$ cat src/hdl/assert_macros.svh
// Assertion helpers used by the top-level RTL; clocked on i_clk, disabled in reset.
`ifndef ASSERT_MACROS_SVH
`define ASSERT_MACROS_SVH

// Same-cycle implication.
`define SFV_ASSERT_NOW(lbl, ante, cons, msg) \
    lbl: assert property (@(posedge i_clk) disable iff (!i_rst_n) (ante) |-> (cons)) \
        else $error(msg);

// Next-cycle implication.
`define SFV_ASSERT_NEXT(lbl, ante, cons, msg) \
    lbl: assert property (@(posedge i_clk) disable iff (!i_rst_n) (ante) |=> cons) \
        else $error(msg);

`endif

$ cat src/hdl/sfv_pkg.sv
package sfv_pkg;

    localparam int SFV_HISTORY_DEPTH = 16;
    localparam int SFV_QUEUE_DEPTH   = 2;

    localparam int CFG_IDX_W  = 3;
    localparam int CFG_DATA_W = 19;

    localparam logic [CFG_IDX_W-1:0] CFG_MIN_TEMP   = 3'd0;
    localparam logic [CFG_IDX_W-1:0] CFG_MAX_TEMP   = 3'd1;
    localparam logic [CFG_IDX_W-1:0] CFG_AGREE_TEMP = 3'd2;
    localparam logic [CFG_IDX_W-1:0] CFG_AGREE_HUM  = 3'd3;
    localparam logic [CFG_IDX_W-1:0] CFG_CAL_MASK   = 3'd4;
    localparam logic [CFG_IDX_W-1:0] CFG_BUSY_MASK  = 3'd5;

    localparam logic [7:0] CRC_INIT = 8'hFF;
    localparam logic [7:0] CRC_POLY = 8'h31;

    localparam logic signed [19:0] TEMP_OFFSET = 20'sd51200;

    localparam int IN_DATA_W   = 56;
    localparam int OUT_DATA_W  = 40;
    localparam int OUT_USER_W  = 2;

    typedef enum logic [1:0] {
        VERDICT_DROP    = 2'd0,
        VERDICT_CONFIRM = 2'd1,
        VERDICT_USE     = 2'd2
    } t_verdict;

    typedef logic signed [18:0] t_temp;
    typedef logic [16:0]        t_hum;

    typedef struct packed {
        t_temp       min_temp;
        t_temp       max_temp;
        logic [17:0] agree_temp;
        logic [16:0] agree_hum;
        logic [7:0]  cal_mask;
        logic [7:0]  busy_mask;
    } t_sfv_cfg;

    typedef struct packed {
        t_temp temp;
        t_hum  hum;
        logic  crc_ok;
        logic  sound;
        logic  busy;
    } t_sfv_item;

    typedef struct packed {
        logic not_empty;
        logic full;
    } t_sfv_qstat;

    // One byte through the CRC-8 register, MSB first.
    function automatic logic [7:0] crc8_byte(input logic [7:0] crc_in,
                                             input logic [7:0] data);
        logic [7:0] c;
        c = crc_in ^ data;
        for (int b = 0; b < 8; b++) begin
            c = c[7] ? ({c[6:0], 1'b0} ^ CRC_POLY) : {c[6:0], 1'b0};
        end
        return c;
    endfunction

endpackage

$ cat src/hdl/sfv_front.sv
module sfv_front (
    input  sfv_pkg::t_sfv_cfg                 i_cfg,
    input  logic [sfv_pkg::IN_DATA_W-1:0]     i_frame,
    output sfv_pkg::t_sfv_item                o_item
);
    import sfv_pkg::*;

    logic [7:0]         b0, b1, b2, b3, b4, b5, b6;
    logic [7:0]         crc;
    logic [19:0]        raw_h, raw_t;
    logic [24:0]        scaled_h, scaled_t;
    logic signed [19:0] temp_wide;
    t_temp              temp;
    logic               crc_ok, calibrated, in_range;

    assign b0 = i_frame[7:0];
    assign b1 = i_frame[15:8];
    assign b2 = i_frame[23:16];
    assign b3 = i_frame[31:24];
    assign b4 = i_frame[39:32];
    assign b5 = i_frame[47:40];
    assign b6 = i_frame[55:48];

    always_comb begin
        crc = CRC_INIT;
        crc = crc8_byte(crc, b0);
        crc = crc8_byte(crc, b1);
        crc = crc8_byte(crc, b2);
        crc = crc8_byte(crc, b3);
        crc = crc8_byte(crc, b4);
        crc = crc8_byte(crc, b5);
    end

    assign raw_h = {b1, b2, b3[7:4]};
    assign raw_t = {b3[3:0], b4, b5};

    // x * 25 as shift-and-add
    assign scaled_h = ({5'b0, raw_h} << 4) + ({5'b0, raw_h} << 3) + {5'b0, raw_h};
    assign scaled_t = ({5'b0, raw_t} << 4) + ({5'b0, raw_t} << 3) + {5'b0, raw_t};

    assign temp_wide = $signed({2'b0, scaled_t[24:7]}) - TEMP_OFFSET;
    assign temp      = temp_wide[18:0];

    assign crc_ok     = (crc == b6);
    assign calibrated = |(b0 & i_cfg.cal_mask);
    assign in_range   = (temp >= $signed(i_cfg.min_temp)) && (temp <= $signed(i_cfg.max_temp));

    always_comb begin
        o_item.temp   = temp;
        o_item.hum    = scaled_h[24:8];
        o_item.crc_ok = crc_ok;
        o_item.sound  = crc_ok && calibrated && in_range;
        o_item.busy   = |(b0 & i_cfg.busy_mask);
    end

endmodule

$ cat src/hdl/sfv_queue.sv
module sfv_queue #(
    parameter int DEPTH = sfv_pkg::SFV_QUEUE_DEPTH
) (
    input  logic                i_clk,
    input  logic                i_rst_n,
    input  logic                i_push,
    input  sfv_pkg::t_sfv_item  i_item,
    input  logic                i_pop,
    output sfv_pkg::t_sfv_item  o_head,
    output sfv_pkg::t_sfv_qstat o_stat
);
    import sfv_pkg::*;

    localparam int PTR_W = (DEPTH > 1) ? $clog2(DEPTH) : 1;
    localparam int CNT_W = $clog2(DEPTH + 1);

    t_sfv_item        r_mem [DEPTH];
    logic [PTR_W-1:0] r_wr_ptr, r_rd_ptr;
    logic [CNT_W-1:0] r_count;

    function automatic logic [PTR_W-1:0] ptr_inc(input logic [PTR_W-1:0] p);
        return (p == PTR_W'(DEPTH - 1)) ? '0 : p + 1'b1;
    endfunction

    always_ff @(posedge i_clk) begin
        if (i_push) begin
            r_mem[r_wr_ptr] <= i_item;
        end
    end

    always_ff @(posedge i_clk) begin
        if (!i_rst_n) begin
            r_wr_ptr <= '0;
            r_rd_ptr <= '0;
            r_count  <= '0;
        end else begin
            if (i_push) begin
                r_wr_ptr <= ptr_inc(r_wr_ptr);
            end
            if (i_pop) begin
                r_rd_ptr <= ptr_inc(r_rd_ptr);
            end
            case ({i_push, i_pop})
                2'b10:   r_count <= r_count + 1'b1;
                2'b01:   r_count <= r_count - 1'b1;
                default: r_count <= r_count;
            endcase
        end
    end

    assign o_head           = r_mem[r_rd_ptr];
    assign o_stat.not_empty = (r_count != '0);
    assign o_stat.full      = (r_count == CNT_W'(DEPTH));

endmodule

$ cat src/hdl/sfv_back.sv
module sfv_back #(
    parameter int HISTORY_DEPTH = sfv_pkg::SFV_HISTORY_DEPTH
) (
    input  logic                               i_clk,
    input  logic                               i_rst_n,
    input  sfv_pkg::t_sfv_cfg                  i_cfg,
    input  sfv_pkg::t_sfv_item                 i_item,
    input  sfv_pkg::t_sfv_qstat                i_qstat,
    output logic                               o_pop,
    output logic                               o_m_tvalid,
    input  logic                               i_m_tready,
    output logic [sfv_pkg::OUT_DATA_W-1:0]     o_m_tdata,
    output logic [sfv_pkg::OUT_USER_W-1:0]     o_m_tuser
);
    import sfv_pkg::*;

    localparam int CNT_W = $clog2(HISTORY_DEPTH + 1);

    logic [HISTORY_DEPTH-1:0] r_hist, n_hist;
    logic [CNT_W-1:0]         r_bad, n_bad;
    logic [CNT_W-1:0]         r_seen, n_seen;
    logic                     r_prev_good;
    t_temp                    r_prev_temp;
    t_hum                     r_prev_hum;
    logic                     r_m_valid;
    logic [OUT_DATA_W-1:0]    r_m_data;
    t_verdict                 r_m_verdict;

    logic                     fail, drop_now, agrees, trusted;
    logic signed [19:0]       dt;
    logic signed [17:0]       dh;
    logic [19:0]              abs_dt;
    logic [17:0]              abs_dh;
    t_verdict                 verdict;
    t_temp                    out_temp;
    t_hum                     out_hum;

    assign o_pop = i_qstat.not_empty && (!r_m_valid || i_m_tready);

    always_comb begin
        fail   = !i_item.sound;
        n_hist = (r_hist << 1) | HISTORY_DEPTH'(fail);
        // the bit leaving the window is zero until the window has filled
        n_bad  = r_bad + CNT_W'(fail) - CNT_W'(r_hist[HISTORY_DEPTH-1]);
        n_seen = (r_seen == CNT_W'(HISTORY_DEPTH)) ? r_seen : r_seen + 1'b1;
        trusted = ({n_bad, 1'b0} <= {1'b0, n_seen});

        dt     = 20'(i_item.temp) - 20'(r_prev_temp);
        dh     = $signed({1'b0, i_item.hum}) - $signed({1'b0, r_prev_hum});
        abs_dt = dt[19] ? 20'(-dt) : 20'(dt);
        abs_dh = dh[17] ? 18'(-dh) : 18'(dh);
        agrees = r_prev_good && (abs_dt <= {2'b0, i_cfg.agree_temp})
                             && (abs_dh <= {1'b0, i_cfg.agree_hum});

        drop_now = fail || i_item.busy;
        if (drop_now || !trusted) begin
            verdict = VERDICT_DROP;
        end else if (!agrees) begin
            verdict = VERDICT_CONFIRM;
        end else begin
            verdict = VERDICT_USE;
        end
        out_temp = (verdict == VERDICT_USE) ? i_item.temp : '0;
        out_hum  = (verdict == VERDICT_USE) ? i_item.hum  : '0;
    end

    always_ff @(posedge i_clk) begin
        if (!i_rst_n) begin
            r_hist      <= '0;
            r_bad       <= '0;
            r_seen      <= '0;
            r_prev_good <= 1'b0;
            r_m_valid   <= 1'b0;
        end else begin
            if (o_pop) begin
                r_hist      <= n_hist;
                r_bad       <= n_bad;
                r_seen      <= n_seen;
                r_prev_good <= !drop_now;
                r_m_valid   <= 1'b1;
            end else if (i_m_tready) begin
                r_m_valid   <= 1'b0;
            end
        end
    end

    always_ff @(posedge i_clk) begin
        if (o_pop) begin
            if (!drop_now) begin
                r_prev_temp <= i_item.temp;
                r_prev_hum  <= i_item.hum;
            end
            r_m_verdict <= verdict;
            r_m_data    <= {2'b0, trusted, i_item.crc_ok, out_hum, out_temp};
        end
    end

    assign o_m_tvalid = r_m_valid;
    assign o_m_tdata  = r_m_data;
    assign o_m_tuser  = r_m_verdict;

endmodule

$ cat src/hdl/sensor_frame_vetter.sv
// Sensor frame vetter.
// Input stream: one seven-byte sensor frame per request on i_s_tdata (byte 0 in
// the low bits). The frame is checked (CRC-8, calibrated bit, temperature range),
// its failure is logged in a sliding history window, and a verdict is issued.
// Output stream: one result per frame; o_m_tuser carries the verdict (drop,
// confirm, use), o_m_tdata the readings (zero unless use) and two status flags.
// Configuration: write i_cfg_data to register i_cfg_idx while i_cfg_we is high;
// only while no frame is in flight.
// An accepted frame is classified into the queue, then decided into the output
// register that drives o_m_tvalid. The block takes one frame per cycle while
// the receiver accepts results; the decision step updates the history and
// the previous-frame record as each frame leaves the queue.
// When the receiver stalls the result holds in the output register and the
// two-entry queue keeps taking frames until it fills, then o_s_tready drops.
// Reset (synchronous, active low) empties the queue and output, clears the
// history and the previous-frame flag, and restores the register defaults.
module sensor_frame_vetter #(
    parameter int HISTORY_DEPTH = sfv_pkg::SFV_HISTORY_DEPTH
) (
    input  logic                               i_clk,
    input  logic                               i_rst_n,
    input  logic                               i_s_tvalid,
    output logic                               o_s_tready,
    // status_byte, hum_high, hum_mid, shared_nibbles, temp_mid, temp_low, check_byte
    input  logic [sfv_pkg::IN_DATA_W-1:0]      i_s_tdata,
    output logic                               o_m_tvalid,
    input  logic                               i_m_tready,
    // temperature[18:0], humidity[35:19], crc_good[36], trusted[37], zero pad
    output logic [sfv_pkg::OUT_DATA_W-1:0]     o_m_tdata,
    // verdict[1:0]
    output logic [sfv_pkg::OUT_USER_W-1:0]     o_m_tuser,
    input  logic                               i_cfg_we,
    input  logic [sfv_pkg::CFG_IDX_W-1:0]      i_cfg_idx,
    input  logic [sfv_pkg::CFG_DATA_W-1:0]     i_cfg_data
);
    import sfv_pkg::*;

    `include "assert_macros.svh"

    t_sfv_cfg   r_cfg;
    t_sfv_item  w_front_item, w_head;
    t_sfv_qstat w_qstat;
    logic       w_push, w_pop;

    always_ff @(posedge i_clk) begin
        if (!i_rst_n) begin
            r_cfg.min_temp   <= -19'sd40960;
            r_cfg.max_temp   <= 19'sd122880;
            r_cfg.agree_temp <= 18'd2048;
            r_cfg.agree_hum  <= 17'd5120;
            r_cfg.cal_mask   <= 8'h08;
            r_cfg.busy_mask  <= 8'h80;
        end else if (i_cfg_we) begin
            unique case (i_cfg_idx)
                CFG_MIN_TEMP:   r_cfg.min_temp   <= i_cfg_data;
                CFG_MAX_TEMP:   r_cfg.max_temp   <= i_cfg_data;
                CFG_AGREE_TEMP: r_cfg.agree_temp <= i_cfg_data[17:0];
                CFG_AGREE_HUM:  r_cfg.agree_hum  <= i_cfg_data[16:0];
                CFG_CAL_MASK:   r_cfg.cal_mask   <= i_cfg_data[7:0];
                CFG_BUSY_MASK:  r_cfg.busy_mask  <= i_cfg_data[7:0];
                default:        r_cfg            <= r_cfg;
            endcase
        end
    end

    assign o_s_tready = !w_qstat.full;
    assign w_push     = i_s_tvalid && o_s_tready;

    sfv_front u_front (
        .i_cfg   (r_cfg),
        .i_frame (i_s_tdata),
        .o_item  (w_front_item)
    );

    sfv_queue #(
        .DEPTH (SFV_QUEUE_DEPTH)
    ) u_queue (
        .i_clk   (i_clk),
        .i_rst_n (i_rst_n),
        .i_push  (w_push),
        .i_item  (w_front_item),
        .i_pop   (w_pop),
        .o_head  (w_head),
        .o_stat  (w_qstat)
    );

    sfv_back #(
        .HISTORY_DEPTH (HISTORY_DEPTH)
    ) u_back (
        .i_clk      (i_clk),
        .i_rst_n    (i_rst_n),
        .i_cfg      (r_cfg),
        .i_item     (w_head),
        .i_qstat    (w_qstat),
        .o_pop      (w_pop),
        .o_m_tvalid (o_m_tvalid),
        .i_m_tready (i_m_tready),
        .o_m_tdata  (o_m_tdata),
        .o_m_tuser  (o_m_tuser)
    );

    `SFV_ASSERT_NOW(a_readings_zero_unless_use, o_m_tvalid && (o_m_tuser != VERDICT_USE), o_m_tdata[35:0] == '0, "readings present without use verdict")
    `SFV_ASSERT_NOW(a_use_needs_crc_and_trust, o_m_tvalid && (o_m_tuser == VERDICT_USE), o_m_tdata[36] && o_m_tdata[37], "use verdict without good CRC and trust")
    `SFV_ASSERT_NEXT(a_idle_latency, w_push && !w_qstat.not_empty && !o_m_tvalid, ##1 o_m_tvalid, "result missing two cycles after request into idle block")
    `SFV_ASSERT_NOW(a_pop_only_when_queued, w_pop, w_qstat.not_empty, "queue popped while empty")

endmodule
$ cat config.mk
export PLATFORM = sky130hd
export DESIGN_NAME = sensor_frame_vetter
export DESIGN_NICKNAME = d
export VERILOG_FILES = /design/src/hdl/sfv_pkg.sv /design/src/hdl/sfv_front.sv /design/src/hdl/sfv_queue.sv /design/src/hdl/sfv_back.sv /design/src/hdl/sensor_frame_vetter.sv
export VERILOG_INCLUDE_DIRS = /design/src /design/src/hdl
export SDC_FILE = /design/constraint.sdc
export NUM_CORES = 1
export LEC_CHECK = 0
export BUFFER_PORTS_ARGS = -buffer_cell sky130_fd_sc_hd__buf_2
export CORE_UTILIZATION = 35
export DETAILED_ROUTE_END_ITERATION = 6
export GPL_TIMING_DRIVEN = 0
export PLACE_DENSITY = 0.51
export SKIP_CTS_REPAIR_TIMING = 1
export SYNTH_ARGS = -nofsm -noshare
export SYNTH_HDL_FRONTEND = slang
export SYNTH_SLANG_ARGS = --single-unit
export TNS_END_PERCENT = 50
$ cat constraint.sdc
create_clock -name i_clk -period 12.01 [get_ports i_clk]
set_input_delay 2.402 -clock i_clk [delete_from_list [all_inputs] [get_ports i_clk]]
set_output_delay 2.402 -clock i_clk [all_outputs]
set_load 0.01 [all_outputs]
; Word-level counts from Yosys, hierarchy flattened
; Memory sizes are Yosys's and may differ from the RTL's. A register that Yosys moved wholly into a read port is not among the register bits.
; Index checks and enable logic that the tools add are counted.
[op_classes]
n_addsub = 16
order_cmp = 5
n_eq_ne = 11
mux = 62
bitwise_logic = 58
n_reduce_logical = 28
[op_table]
columns = cell, n
row1 = 6-bit 2-to-1 mux, 48
row2 = 3-bit inverter, 48
row3 = 24-bit by 23-bit adder with 25-bit output, 2
row4 = 25-bit by 20-bit adder with 25-bit output, 2
row5 = 8-bit bitwise XOR, 5
row6 = 20-bit by 18-bit less-or-equal comparator with 1-bit output, 1
row7 = 20-bit 2-to-1 mux, 1
row8 = 20-bit negation, 1
row9 = 19-bit by 19-bit subtractor with 20-bit output, 1
row10 = 19-bit >= comparator, 1
row11 = 19-bit less-or-equal comparator, 1
row12 = "18-bit by 16-bit subtractor with 19-bit output, second input constant", 1
row13 = 18-bit by 17-bit less-or-equal comparator with 1-bit output, 1
row14 = 18-bit 2-to-1 mux, 1
row15 = 18-bit negation, 1
row16 = 17-bit by 17-bit subtractor with 18-bit output, 1
row17 = 8-bit bitwise AND, 2
row18 = 16-bit by 1-bit OR with 16-bit output, 1
row19 = 8-bit OR reduction, 2
row20 = 2-bit AND reduction, 7
row21 = 8-bit == test, 1
row22 = 1-bit 2-to-1 mux, 8
row23 = 8-bit inverter, 1
row24 = 1-bit logical AND, 7
row25 = other kinds (21), 35
[word_totals]
reg_bits = 197
ram_bits = 78
n_memories = 1
[mem_list]
columns = memory, depth, width, read_ports, rd_ports_with_merged_regs, wr, line
row1 = u_queue.r_mem, 2, 39, 1, 1, 1, sfv_queue.sv:17  ; t_sfv_item r_mem [DEPTH];

; Depth between registers and ports, before layout
; Gate-level depths: netlist of the first run.
[logic_depth]
depth_word = 105
depth_mapped = 37

; Modules after synthesis
; From an unflattened synthesis of the first run, not the netlist that was laid out.
[unflattened]
hier_cells = 1875
hier_area_um2 = 19162.1
[modules_own_cells]
columns = mod, instances, cells_each, area_per_inst_um2
row1 = sfv_back, 1, 906, 7986.4
row2 = sfv_front, 1, 495, 4743.3
row3 = sensor_frame_vetter, 1, 331, 3407.0
row4 = sfv_queue, 1, 143, 3025.4

; Worst setup path before layout of the first run
; Ideal clock, no wire load.
[synth_timing]
kind = input -> register
start = input i_s_tdata[41] (netlist name)
end = memory u_queue.r_mem[0][1] (netlist name) (data pin)
setup_time_ns = 0.203
t_arrival_ns = 7.817
setup_slack_ns = 3.989
stages = 28
path_buffers = 0
path_cell_list = fa_1 > ha_1 > a41o_1 > a21oi_1 > o21bai_1 > a21o_1 > a21o_1 > a2111oi_0 > o21a_1 > nand2b_1 > a211oi_1 > nor2_1 > xor2_1 > ha_1 > o21ai_0 > nor2_1 > a2111oi_0 > o311a_1 > xnor2_1 > xnor2_1 > ha_1 > nand4_1 > nor4_1 > a211o_1 > a21o_1 > a21oi_1 > and3_1 > a2111oi_2
[synth_rtl]
columns = item, line
row1 = start: declaration, sensor_frame_vetter.sv:25  ; input logic [sfv_pkg::IN_DATA_W-1:0] i_s_tdata,
row2 = end: declaration, sfv_queue.sv:17

==> out/summary.txt, run 1 <==
POWER
--------------------------------------------------------------------------------------------------------
Overall Power .............................................................................      6.64 mW
Static power due to leakage ...............................................................      8.09 nW
Power per unit of standard cell area ......................................................   319 mW/mm²
Worst IR Drop VDD .........................................................................    0.00117 V

YOSYS
--------------------------------------------------------------------------------------------------------
Share of the synthesized area in the top cell type ........................................        0.255
EDFF count, synth .........................................................................          154
Area leader, netlist ...................................................................... sky130_fd_sc_hd__edfxtp_1
Synth top area cells ...................................................................... sky130_fd_sc_hd__edfxtp_1, sky130_fd_sc_hd__dfxtp_1, sky130_fd_sc_hd__ha_1, sky130_fd_sc_hd__xnor2_1, sky130_fd_sc_hd__nand2_1
Post-synthesis share of cell area spent on and, or, nand and nor gates ....................        0.134
Synth Area in Adders ......................................................................        0.156
Yosys Warn Count ..........................................................................            0
Dominant combinational cell family by area after synthesis ................................  adder cells
Xor/xnor share of the synthesized area ....................................................        0.120
Synthesized flop and latch total ..........................................................          276
Sequential-to-total area share from yosys stat ............................................        0.389
Post-Syn Area .............................................................................   0.0182 mm²
Multiplexer fraction of the synthesized cell area .........................................       0.0253
Average instance area after synthesis .....................................................     9.78 µm²
Compound-gate portion of the synthesized area .............................................        0.131
Async set-or-reset flop fraction in the synthesized netlist ...............................            0
Post-Synthesis Cells ......................................................................         1857
Predominant post-synthesis flop cell ...................................................... sky130_fd_sc_hd__edfxtp_1
Synth unique cells ........................................................................           68

STA
--------------------------------------------------------------------------------------------------------
Post-route worst hold slack ...............................................................       460 ps
Max-slew violations .......................................................................            0
Final worst path period need ..............................................................      9160 ps
Final worst-path setup slack ..............................................................      2850 ps
Slew at the pin with the worst max-slew slack .............................................       955 ps
Setup repair after global routing missed its margin .......................................        false
Final clock skew ..........................................................................      13.0 ps
Final sum of negative setup slack .........................................................         0 ps
Max_slew headroom .........................................................................        0.363
Post-route fraction of the period consumed by the critical path ...........................        0.763
Final setup violation count ...............................................................            0
Fmax ......................................................................................    0.109 GHz
Final Hold Vio Count ......................................................................            0

CLOCKING
--------------------------------------------------------------------------------------------------------
Clock tree from TritonCTS .................................................................          yes
Root buffer cell .......................................................................... sky130_fd_sc_hd__clkbuf_16
Deepest level of the CTS H-tree ...........................................................            1
Buffer levels on the longest clock path ...................................................            3
TritonCTS Sinks ...........................................................................          276
Post-CTS clock slew at the launch and capture registers of the worst setup and hold paths .        60 ps
Insertion delay of the later-clocked pin in the worst-skew pair ...........................       580 ps
Number of CTS-inserted buffers ............................................................           31

SETUP PATH
--------------------------------------------------------------------------------------------------------
Endpoint kind of the worst setup timing path ..............................................     register
Worst EP arrival ..........................................................................      9550 ps
Critical Path Max Stage Delay .............................................................       780 ps
CP startpoint kind ........................................................................     register
Data required time at the worst endpoint ..................................................     12410 ps
Type of the worst setup path ..............................................................   reg -> reg
Dominant delay contributor by cell family on the critical path ............................ compound AO/OA/AOI/OAI gates
Biggest fanout along the worst timing path ................................................           10
Buffer and inverter count on the worst path ...............................................            5
Slowest cell on crit path ................................................................. sky130_fd_sc_hd__clkbuf_1
Cell mode on critical path ................................................................ sky130_fd_sc_hd__o21ai_0

CELLS AND AREA
--------------------------------------------------------------------------------------------------------
Count of nets after finishing .............................................................         2303
Fraction of final layout cells sized beyond drive strength 1 ..............................        0.117
Sequential cell area ......................................................................  0.00707 mm²
Area overhead of the layout relative to synthesis .........................................        14.6%
Non-filler instance count after layout ....................................................         2724
Commonest non-fill, non-tap cell in the layout ............................................ sky130_fd_sc_hd__nand2_1
Post-route cell area ......................................................................   0.0208 mm²
Multi-input combinational cell area .......................................................   0.0103 mm²
Post-route core utilization ...............................................................        0.406
Commonest cells after routing, fill and taps aside ........................................ sky130_fd_sc_hd__nand2_1, sky130_fd_sc_hd__ha_1, sky130_fd_sc_hd__inv_1, sky130_fd_sc_hd__edfxtp_1, sky130_fd_sc_hd__xnor2_1
Fill count ................................................................................         5178

PLACE
--------------------------------------------------------------------------------------------------------
Worst slack, placed .......................................................................      2450 ps
RD Place Congestion .......................................................................        0.881
Post-Place Cell Area ......................................................................   0.0197 mm²
Number of port buffers ....................................................................          121
Sum of net half-perimeters after detailed placement .......................................     36800 µm
Inst Count DP .............................................................................         2663

GRT
--------------------------------------------------------------------------------------------------------
Global-route congestion overflow total ....................................................            0
Maximum number of pins on one net before global-route repair ..............................           36
Wire length of the first global-routing pass ..............................................     72900 µm
Initial antenna violation count ...........................................................            9
Number of global-route vias before repair .................................................        13052
All-layer global routing usage ............................................................        0.176

FLOORPLAN
--------------------------------------------------------------------------------------------------------
Die extent in x ...........................................................................       230 µm
Die Area ..................................................................................   0.0528 mm²
Effective utilization at floorplan ........................................................        0.354
Die Span Y ................................................................................       230 µm
Area of the core ..........................................................................   0.0513 mm²
Row count .................................................................................           83
Count of pins on the block boundary .......................................................          127

DRT
--------------------------------------------------------------------------------------------------------
Starting DRT DRC Count ....................................................................          490
Post-DRT Antenna Nets .....................................................................            0
Drc violations ............................................................................            0
Uppermost layer routed ....................................................................         met5
TritonRoute pass-1 iters ..................................................................            5
Via-to-Cell Ratio .........................................................................         4.86
Avg WL per Cell ...........................................................................      17.0 µm
Number of vias in the routed layout .......................................................        13237
Met3 layer wire length in the routed design ...............................................      2040 µm
Total wire length .........................................................................     46200 µm
Met1 Wirelength ...........................................................................     22600 µm
Met2 WL post-DR ...........................................................................     20700 µm

HOLD PATH
--------------------------------------------------------------------------------------------------------
Worst Hold Class ..........................................................................   reg -> reg

OUTCOME
--------------------------------------------------------------------------------------------------------
Result of the run .........................................................................    completed

JOB
--------------------------------------------------------------------------------------------------------
Max-cap violation count ...................................................................            0

-- worst reg2reg max path: cells and delay by family, from the launching register on --
family	cells	cell delay (ps)
AO/OA/AOI/OAI	20	4180
XOR/XNOR	1	180
adder cells (fa/ha/maj)	2	550
buffers and inverters	5	2230
flip-flops	1	380
multiplexers	1	490
AND/OR/NAND/NOR	8	970
-- path summary, 6_finish.rpt --
path,from,end,slack (ps),cells past startpoint
setup / recovery,register,u_back.o_m_tdata[29],2850,37
hold / removal,u_back.r_hist[12],u_back.r_hist[13],460,2
setup reg to reg,register,u_back.o_m_tdata[29],2850,37
hold reg to reg,u_back.r_hist[12],u_back.r_hist[13],460,2
-- report_power, final --
part           leakage (nW)  switching (mW)  internal (mW)  total, mW
sequential             2.44          0.0459           1.24       1.28
combinational          5.12            2.46           1.90       4.36
clock                 0.534           0.388          0.606      0.995
total                  8.09            2.90           3.74       6.64
-- layout make-up --
type / instances / share of cell area
diodes: 4 / 0.000481
flip-flops and latches: 276 / 0.340
clock inverters: 10 / 0.00601
multi-input cells: 1366 / 0.495
clock buffers: 47 / 0.0456
well taps: 680 / 0.0409
plain buffers: 60 / 0.0113
repair buffers: 125 / 0.0333
inverters: 156 / 0.0281
-- sequential cells by signal, summed over array words and instances, names as in the netlist, named ones only --
register	flops
r_cfg	89
u_back.o_m_tdata	38
u_back.o_m_tuser	2
u_back.o_m_tvalid	1
u_back.r_bad	5
u_back.r_hist	16
u_back.r_prev_good	1
u_back.r_prev_hum	17
u_back.r_prev_temp	19
u_back.r_seen	5
u_queue.r_count	2
u_queue.r_mem	78
u_queue.r_rd_ptr	1
u_queue.r_wr_ptr	1
-- layer usage --
layer	vias to the layer above	track usage
li1	6740	-
met2	227	0.288
met3	54	0.0272
met4	10	0.0397
met1	6206	0.244
met5	-	0
-- cell families after synthesis --
kind of cell | Yosys count
XOR/XNOR | 226
multiplexers | 41
adder cells (fa/ha/maj) | 205
AO/OA/AOI/OAI | 352
flip-flops | 276
buffers and inverters | 216
other | 1
AND/OR/NAND/NOR | 540
-- cell usage after synthesis, types with 4 or more instances --
cell and n:
sky130_fd_sc_hd__inv_1 156, sky130_fd_sc_hd__nor2b_1 24, sky130_fd_sc_hd__xor2_1 65, sky130_fd_sc_hd__a31oi_1 5, sky130_fd_sc_hd__or3_1 12, sky130_fd_sc_hd__nand2b_1 15
sky130_fd_sc_hd__nor2_1 68, sky130_fd_sc_hd__o31ai_1 4, sky130_fd_sc_hd__and3_1 11, sky130_fd_sc_hd__a21oi_1 74, sky130_fd_sc_hd__nor4_1 6, sky130_fd_sc_hd__nand4_1 17
sky130_fd_sc_hd__xnor3_1 7, sky130_fd_sc_hd__o21bai_1 9, sky130_fd_sc_hd__o211ai_1 17, sky130_fd_sc_hd__and2_1 10, sky130_fd_sc_hd__fa_1 35, sky130_fd_sc_hd__edfxtp_1 154
sky130_fd_sc_hd__o21ai_0 49, sky130_fd_sc_hd__nand3_1 25, sky130_fd_sc_hd__o21a_1 10, sky130_fd_sc_hd__a21o_1 35, sky130_fd_sc_hd__nor3_1 45, sky130_fd_sc_hd__mux2_2 39
sky130_fd_sc_hd__xnor2_2 5, sky130_fd_sc_hd__and4_1 4, sky130_fd_sc_hd__clkbuf_1 54, sky130_fd_sc_hd__nand2_1 287, sky130_fd_sc_hd__ha_1 169, sky130_fd_sc_hd__or2_2 7
sky130_fd_sc_hd__a21boi_0 104, sky130_fd_sc_hd__xnor2_1 145, sky130_fd_sc_hd__dfxtp_1 122, sky130_fd_sc_hd__a22oi_1 9
Note: power is estimated with default switching activity, not from simulation.
==> run 2: changes to the inputs <==
Clock period 12.01 ns to 8.6 ns, I/O delays scaled along.
==> out/summary.txt, run 2 (synthesis results as in run 1) <==
HOLD PATH
--------------------------------------------------------------------------------------------------------
Worst Hold Class ..........................................................................   reg -> reg
Hold-critical path endpoint ............................................................... u_back.r_hist[13]
Min-delay src ............................................................................. u_back.r_hist[12]
Worst hold path cell count ................................................................            2   unchanged

STA
--------------------------------------------------------------------------------------------------------
Post-route worst hold slack ...............................................................       460 ps   +0.0650 ps
Fmax ......................................................................................    0.126 GHz
Post-route fraction of the period consumed by the critical path ...........................        0.921
Final setup violation count ...............................................................            0   unchanged
Max-slew violations .......................................................................            0   unchanged
Max_slew headroom .........................................................................        0.422   +0.0587
Final clock skew ..........................................................................      12.4 ps   -0.587 ps
Final worst-path setup slack ..............................................................       682 ps   -2170 ps
Final worst path period need ..............................................................      7920 ps
Final sum of negative setup slack .........................................................         0 ps   unchanged
Setup repair after global routing missed its margin .......................................        false
Final Hold Vio Count ......................................................................            0   unchanged
Slew at the pin with the worst max-slew slack .............................................       861 ps   -94.2 ps

SETUP PATH
--------------------------------------------------------------------------------------------------------
Slowest cell on crit path ................................................................. sky130_fd_sc_hd__a2111oi_2
Type of the worst setup path ..............................................................    in -> reg
Data required time at the worst endpoint ..................................................      8910 ps   -3500 ps
Buffer and inverter count on the worst path ...............................................            1   -4
CP startpoint kind ........................................................................ primary input
Dominant delay contributor by cell family on the critical path ............................ compound AO/OA/AOI/OAI gates
Endpoint kind of the worst setup timing path ..............................................     register
Worst EP arrival ..........................................................................      8220 ps   -1330 ps
Stages on the worst setup path ............................................................           29   -22%
Reg-to-reg critical path endpoint ......................................................... u_back.o_m_tdata[29]
R2r setup slk .............................................................................       910 ps   -1940 ps
Biggest fanout along the worst timing path ................................................            5   -5
Critical Path Max Stage Delay .............................................................       490 ps   -290 ps
Depth of the worst register-to-register path ..............................................           36   -2.7%

PLACE
--------------------------------------------------------------------------------------------------------
Sum of net half-perimeters after detailed placement .......................................     36800 µm   unchanged
Worst slack, placed .......................................................................      -805 ps   -3250 ps
Number of port buffers ....................................................................          121   unchanged
RD Place Congestion .......................................................................        0.881   unchanged
Post-Place Cell Area ......................................................................   0.0197 mm²   unchanged

GRT
--------------------------------------------------------------------------------------------------------
Wire length of the first global-routing pass ..............................................     72900 µm   unchanged
Initial antenna violation count ...........................................................            9   unchanged
Number of global-route vias before repair .................................................        13052   unchanged
Maximum number of pins on one net before global-route repair ..............................           36   unchanged
All-layer global routing usage ............................................................        0.176   unchanged
Global-route congestion overflow total ....................................................            0   unchanged

CLOCKING
--------------------------------------------------------------------------------------------------------
Deepest level of the CTS H-tree ...........................................................            1   unchanged
Insertion delay of the later-clocked pin in the worst-skew pair ...........................       580 ps   about the same
TritonCTS Sinks ...........................................................................          276   unchanged
Post-CTS clock slew at the launch and capture registers of the worst setup and hold paths .        60 ps   about the same
Clock tree from TritonCTS .................................................................          yes
Buffer levels on the longest clock path ...................................................            3   unchanged
Root buffer cell .......................................................................... sky130_fd_sc_hd__clkbuf_16
Number of CTS-inserted buffers ............................................................           31   unchanged

JOB
--------------------------------------------------------------------------------------------------------
Max-cap violation count ...................................................................            0   unchanged

CELLS AND AREA
--------------------------------------------------------------------------------------------------------
Max reg flops .............................................................................           89   unchanged
Top reg by flops ..........................................................................        r_cfg
Area overhead of the layout relative to synthesis .........................................        14.8%
Commonest non-fill, non-tap cell in the layout ............................................ sky130_fd_sc_hd__nand2_1
Fill count ................................................................................         5171   -0.14%
Count of nets after finishing .............................................................         2302   -0.043%
Fraction of final layout cells sized beyond drive strength 1 ..............................        0.123   +0.00545
Commonest cells after routing, fill and taps aside ........................................ sky130_fd_sc_hd__nand2_1, sky130_fd_sc_hd__ha_1, sky130_fd_sc_hd__inv_1, sky130_fd_sc_hd__edfxtp_1, sky130_fd_sc_hd__xnor2_1
Post-route cell area ......................................................................   0.0209 mm²   +0.22%

OUTCOME
--------------------------------------------------------------------------------------------------------
Result of the run .........................................................................    completed

FLOORPLAN
--------------------------------------------------------------------------------------------------------
Die extent in x ...........................................................................       230 µm   unchanged
Row count .................................................................................           83   unchanged
Die Span Y ................................................................................       230 µm   unchanged
Area of the core ..........................................................................   0.0513 mm²   unchanged
Die Area ..................................................................................   0.0528 mm²   unchanged
Effective utilization at floorplan ........................................................        0.354   unchanged
Count of pins on the block boundary .......................................................          127   unchanged

DRT
--------------------------------------------------------------------------------------------------------
Met2 WL post-DR ...........................................................................     20800 µm   +0.28%
Post-DRT Antenna Nets .....................................................................            0   unchanged
TritonRoute pass-1 iters ..................................................................            5   unchanged
Number of vias in the routed layout .......................................................        13197   -0.30%
Uppermost layer routed ....................................................................         met5
Starting DRT DRC Count ....................................................................          450   -8.2%
Met1 Wirelength ...........................................................................     22700 µm   +0.27%
Total wire length .........................................................................     46200 µm   about the same
Avg WL per Cell ...........................................................................      17.0 µm   about the same
Drc violations ............................................................................            0   unchanged
Via-to-Cell Ratio .........................................................................         4.85   -0.27%
Met3 layer wire length in the routed design ...............................................      1890 µm   -7.4%

POWER
--------------------------------------------------------------------------------------------------------
Static power due to leakage ...............................................................      8.13 nW   +0.39%
Power per unit of standard cell area ......................................................   445 mW/mm²   +40%
Worst IR Drop VDD .........................................................................    0.00163 V   +39%
Overall Power .............................................................................      9.29 mW   +40%

-- run 2: how the worst max path moves through the flow --
stage             startpoint                   end  slack (ps)
3_3_place_gp        register  u_back.o_m_tdata[33]        -690
6_report       i_s_tdata[41]   u_queue.r_mem[1][1]         680
4_1_cts             register  u_back.o_m_tdata[33]        -880
5_1_grt             register  u_back.o_m_tdata[28]          60
2_1_floorplan  i_s_tdata[41]   u_queue.r_mem[0][1]        1260
3_5_place_dp        register  u_back.o_m_tdata[33]        -810
-- run 2: per-layer routing --
| metal | vias up | track usage |
|---|---|---|
| met1 | 6199 | 0.244 |
| met3 | 54 | 0.0272 |
| li1 | 6732 | - |
| met2 | 202 | 0.288 |
| met5 | - | 0 |
| met4 | 10 | 0.0397 |
-- run 2: worst min-delay path, delay by kind of cell, from the launching register on --
| family | cells | cell delay (ps) |
|---|---|---|
| flops | 1 | 310 |
| compound gates | 1 | 60 |
| simple gates | 1 | 50 |
-- run 2: power by group --
group | switching, mW | internal [mW]
combinational | 3.45 | 2.66
sequential | 0.0641 | 1.73
clock | 0.541 | 0.846
-- run 2: area by class of cell --
class | instances | area (µm²) | area share
antenna | 4 | 10.0 | 0.000480
clock inverter | 10 | 125 | 0.00600
timing repair buffer | 125 | 693 | 0.0332
buffer | 59 | 244 | 0.0117
multi-input combinational | 1366 | 10300 | 0.495
sequential | 276 | 7070 | 0.339
clock buffer | 47 | 950 | 0.0455
inverter | 156 | 586 | 0.0281
tap | 680 | 851 | 0.0408
-- run 2: stage by stage --
step / instances / utilization
floorplan: 1858 / -
global placement: 2659 / 0.382
detailed placement: 2663 / 0.385
CTS: 2720 / 0.405
global route: 2722 / 0.406
finish: 2723 / 0.407
==> run 3: changes to the inputs <==
Clock period 8.6 ns to 9.45 ns, I/O delays scaled along.
==> out/summary.txt, run 3 (synthesis results as in run 1) <==
POWER
--------------------------------------------------------------------------------------------------------
Power share of the clock group ............................................................        0.150   about the same
Relative contribution of combinational cells to total power ...............................        0.657   about the same
P_int .....................................................................................      4.76 mW   -9.1%
Fraction of power consumed by sequential logic ............................................        0.193   about the same
Overall Power .............................................................................      8.44 mW   -9.1%
Static power due to leakage ...............................................................      8.11 nW   -0.25%
Proportion of total power due to net switching ............................................        0.436   about the same
Net switching component of the power ......................................................      3.68 mW   -9.1%
Power per unit of standard cell area ......................................................   405 mW/mm²   -9.0%
Worst IR Drop VDD .........................................................................    0.00149 V   -8.4%

CLOCKING
--------------------------------------------------------------------------------------------------------
TritonCTS Sinks ...........................................................................          276   unchanged
Deepest level of the CTS H-tree ...........................................................            1   unchanged
Buffer levels on the longest clock path ...................................................            3   unchanged
Clock tree from TritonCTS .................................................................          yes
Root buffer cell .......................................................................... sky130_fd_sc_hd__clkbuf_16
Insertion delay of the later-clocked pin in the worst-skew pair ...........................       580 ps   about the same
Number of CTS-inserted buffers ............................................................           31   unchanged
Post-CTS clock slew at the launch and capture registers of the worst setup and hold paths .        60 ps   about the same

SETUP PATH
--------------------------------------------------------------------------------------------------------
Critical Path Start ....................................................................... i_s_tdata[41]
Slowest cell on crit path ................................................................. sky130_fd_sc_hd__a2111oi_0
Data required time at the worst endpoint ..................................................      9750 ps   +840 ps
Worst EP arrival ..........................................................................      8710 ps   +490 ps
Setup crit end ............................................................................ u_queue.r_mem[1][1]
R2r setup slk .............................................................................      1070 ps   +160 ps
Biggest fanout along the worst timing path ................................................            5   unchanged
CP startpoint kind ........................................................................ primary input
Critical Path Max Stage Delay .............................................................       620 ps   +130 ps
Type of the worst setup path ..............................................................    in -> reg
Depth of the worst register-to-register path ..............................................           37   +2.8%
Reg-to-reg critical path endpoint ......................................................... u_back.o_m_tdata[29]
Endpoint kind of the worst setup timing path ..............................................     register

DRT
--------------------------------------------------------------------------------------------------------
TritonRoute pass-1 iters ..................................................................            5   unchanged
Via-to-Cell Ratio .........................................................................         4.84   -0.23%
Starting DRT DRC Count ....................................................................          518   +15%
Avg WL per Cell ...........................................................................      17.0 µm   about the same
Drc violations ............................................................................            0   unchanged
Post-DRT Antenna Nets .....................................................................            0   unchanged
Total wire length .........................................................................     46200 µm   about the same
Number of vias in the routed layout .......................................................        13171   -0.20%

CELLS AND AREA
--------------------------------------------------------------------------------------------------------
Top reg by flops ..........................................................................        r_cfg
Fill count ................................................................................         5176   +0.097%
Max reg flops .............................................................................           89   unchanged
Area overhead of the layout relative to synthesis .........................................        14.7%
Post-route core utilization ...............................................................        0.406   -0.000610
Commonest cells after routing, fill and taps aside ........................................ sky130_fd_sc_hd__nand2_1, sky130_fd_sc_hd__ha_1, sky130_fd_sc_hd__inv_1, sky130_fd_sc_hd__edfxtp_1, sky130_fd_sc_hd__xnor2_1
Count of nets after finishing .............................................................         2303   +0.043%
Commonest non-fill, non-tap cell in the layout ............................................ sky130_fd_sc_hd__nand2_1
Fraction of final layout cells sized beyond drive strength 1 ..............................        0.119   -0.00349
Post-route cell area ......................................................................   0.0208 mm²   -0.15%

STA
--------------------------------------------------------------------------------------------------------
Setup repair after global routing missed its margin .......................................        false
Slew at the pin with the worst max-slew slack .............................................       835 ps   -26.6 ps
Final sum of negative setup slack .........................................................         0 ps   unchanged
Max_slew headroom .........................................................................        0.440   +0.0179
Final Hold Vio Count ......................................................................            0   unchanged
Max-slew violations .......................................................................            0   unchanged
Post-route worst hold slack ...............................................................       460 ps   -0.0680 ps
Final setup violation count ...............................................................            0   unchanged
Post-route fraction of the period consumed by the critical path ...........................        0.890
Final clock skew ..........................................................................      12.6 ps   +0.226 ps
Fmax ......................................................................................    0.119 GHz
Final worst path period need ..............................................................      8410 ps

GRT
--------------------------------------------------------------------------------------------------------
Initial antenna violation count ...........................................................            9   unchanged
Number of global-route vias before repair .................................................        13052   unchanged
All-layer global routing usage ............................................................        0.176   unchanged
Global-route congestion overflow total ....................................................            0   unchanged
Maximum number of pins on one net before global-route repair ..............................           36   unchanged
Wire length of the first global-routing pass ..............................................     72900 µm   unchanged

FLOORPLAN
--------------------------------------------------------------------------------------------------------
Die Span Y ................................................................................       230 µm   unchanged
Effective utilization at floorplan ........................................................        0.354   unchanged
Die Area ..................................................................................   0.0528 mm²   unchanged
Area of the core ..........................................................................   0.0513 mm²   unchanged
Count of pins on the block boundary .......................................................          127   unchanged
Die extent in x ...........................................................................       230 µm   unchanged
Row count .................................................................................           83   unchanged

JOB
--------------------------------------------------------------------------------------------------------
Max-cap violation count ...................................................................            0   unchanged

PLACE
--------------------------------------------------------------------------------------------------------
Post-Place Cell Area ......................................................................   0.0197 mm²   unchanged
Number of port buffers ....................................................................          121   unchanged
Sum of net half-perimeters after detailed placement .......................................     36800 µm   unchanged
RD Place Congestion .......................................................................        0.881   unchanged

HOLD PATH
--------------------------------------------------------------------------------------------------------
Worst Hold Class ..........................................................................   reg -> reg

OUTCOME
--------------------------------------------------------------------------------------------------------
Result of the run .........................................................................    completed

run 3: worst min-delay path by stage:
| stage | start | to | cells after the start |
|---|---|---|---|
| after CTS | r_cfg[36] | r_cfg[36] | 2 |
| after global routing | u_back.r_hist[12] | u_back.r_hist[13] | 2 |
| after floorplan | r_cfg[11] | r_cfg[11] | 2 |
| after global placement | u_back.r_hist[12] | u_back.r_hist[13] | 2 |
| after detailed placement | u_back.r_hist[10] | u_back.r_hist[11] | 2 |
| final | u_back.r_hist[12] | u_back.r_hist[13] | 2 |
run 3: critical path, delay by kind of cell:
kind	cells	cell delay [ps]
XOR/XNOR	2	580
AND/OR/NAND/NOR	7	1080
adder cells (fa/ha/maj)	4	1350
buffers and inverters	1	130
AO/OA/AOI/OAI	15	3680
run 3: layout make-up:
| type | instances | area (µm²) | area share |
|---|---|---|---|
| antenna | 4 | 10.0 | 0.000481 |
| buffer | 60 | 238 | 0.0114 |
| clock buffer | 47 | 950 | 0.0456 |
| clock inverter | 10 | 125 | 0.00601 |
| inverter | 156 | 586 | 0.0281 |
| multi-input combinational | 1366 | 10300 | 0.495 |
| sequential | 276 | 7070 | 0.339 |
| tap | 680 | 851 | 0.0409 |
| timing repair buffer | 125 | 693 | 0.0333 |
run 3: per-stage QoR:
stage	cells	setup WS, ps
2_1_floorplan	1858	1940
6_report	2724	1040
3_5_place_dp	2663	44.7
3_3_place_gp	2659	159
4_1_cts	2720	-26.3
5_1_grt	2723	46.8
run 3: power groups by stage:
stage               logic (mW)  registers (mW)  clock network [mW]
floorplan                 4.29            1.70                   0
global placement          5.42            1.67                   0
detailed placement        5.51            1.66                   0
CTS                       5.58            1.64                1.30
global route              6.20            1.66                1.35
finish                    5.55            1.63                1.26
run 3: metal layers:
metal  share of wire  global-route usage  vias up  wire [µm]
met5          0.0012                   0        -         57
met4           0.017              0.0397       10        773
met3           0.040              0.0272       54       1870
met2            0.45               0.288      206      20700
met1            0.49               0.244     6171      22800
li1                -                   -     6730          -
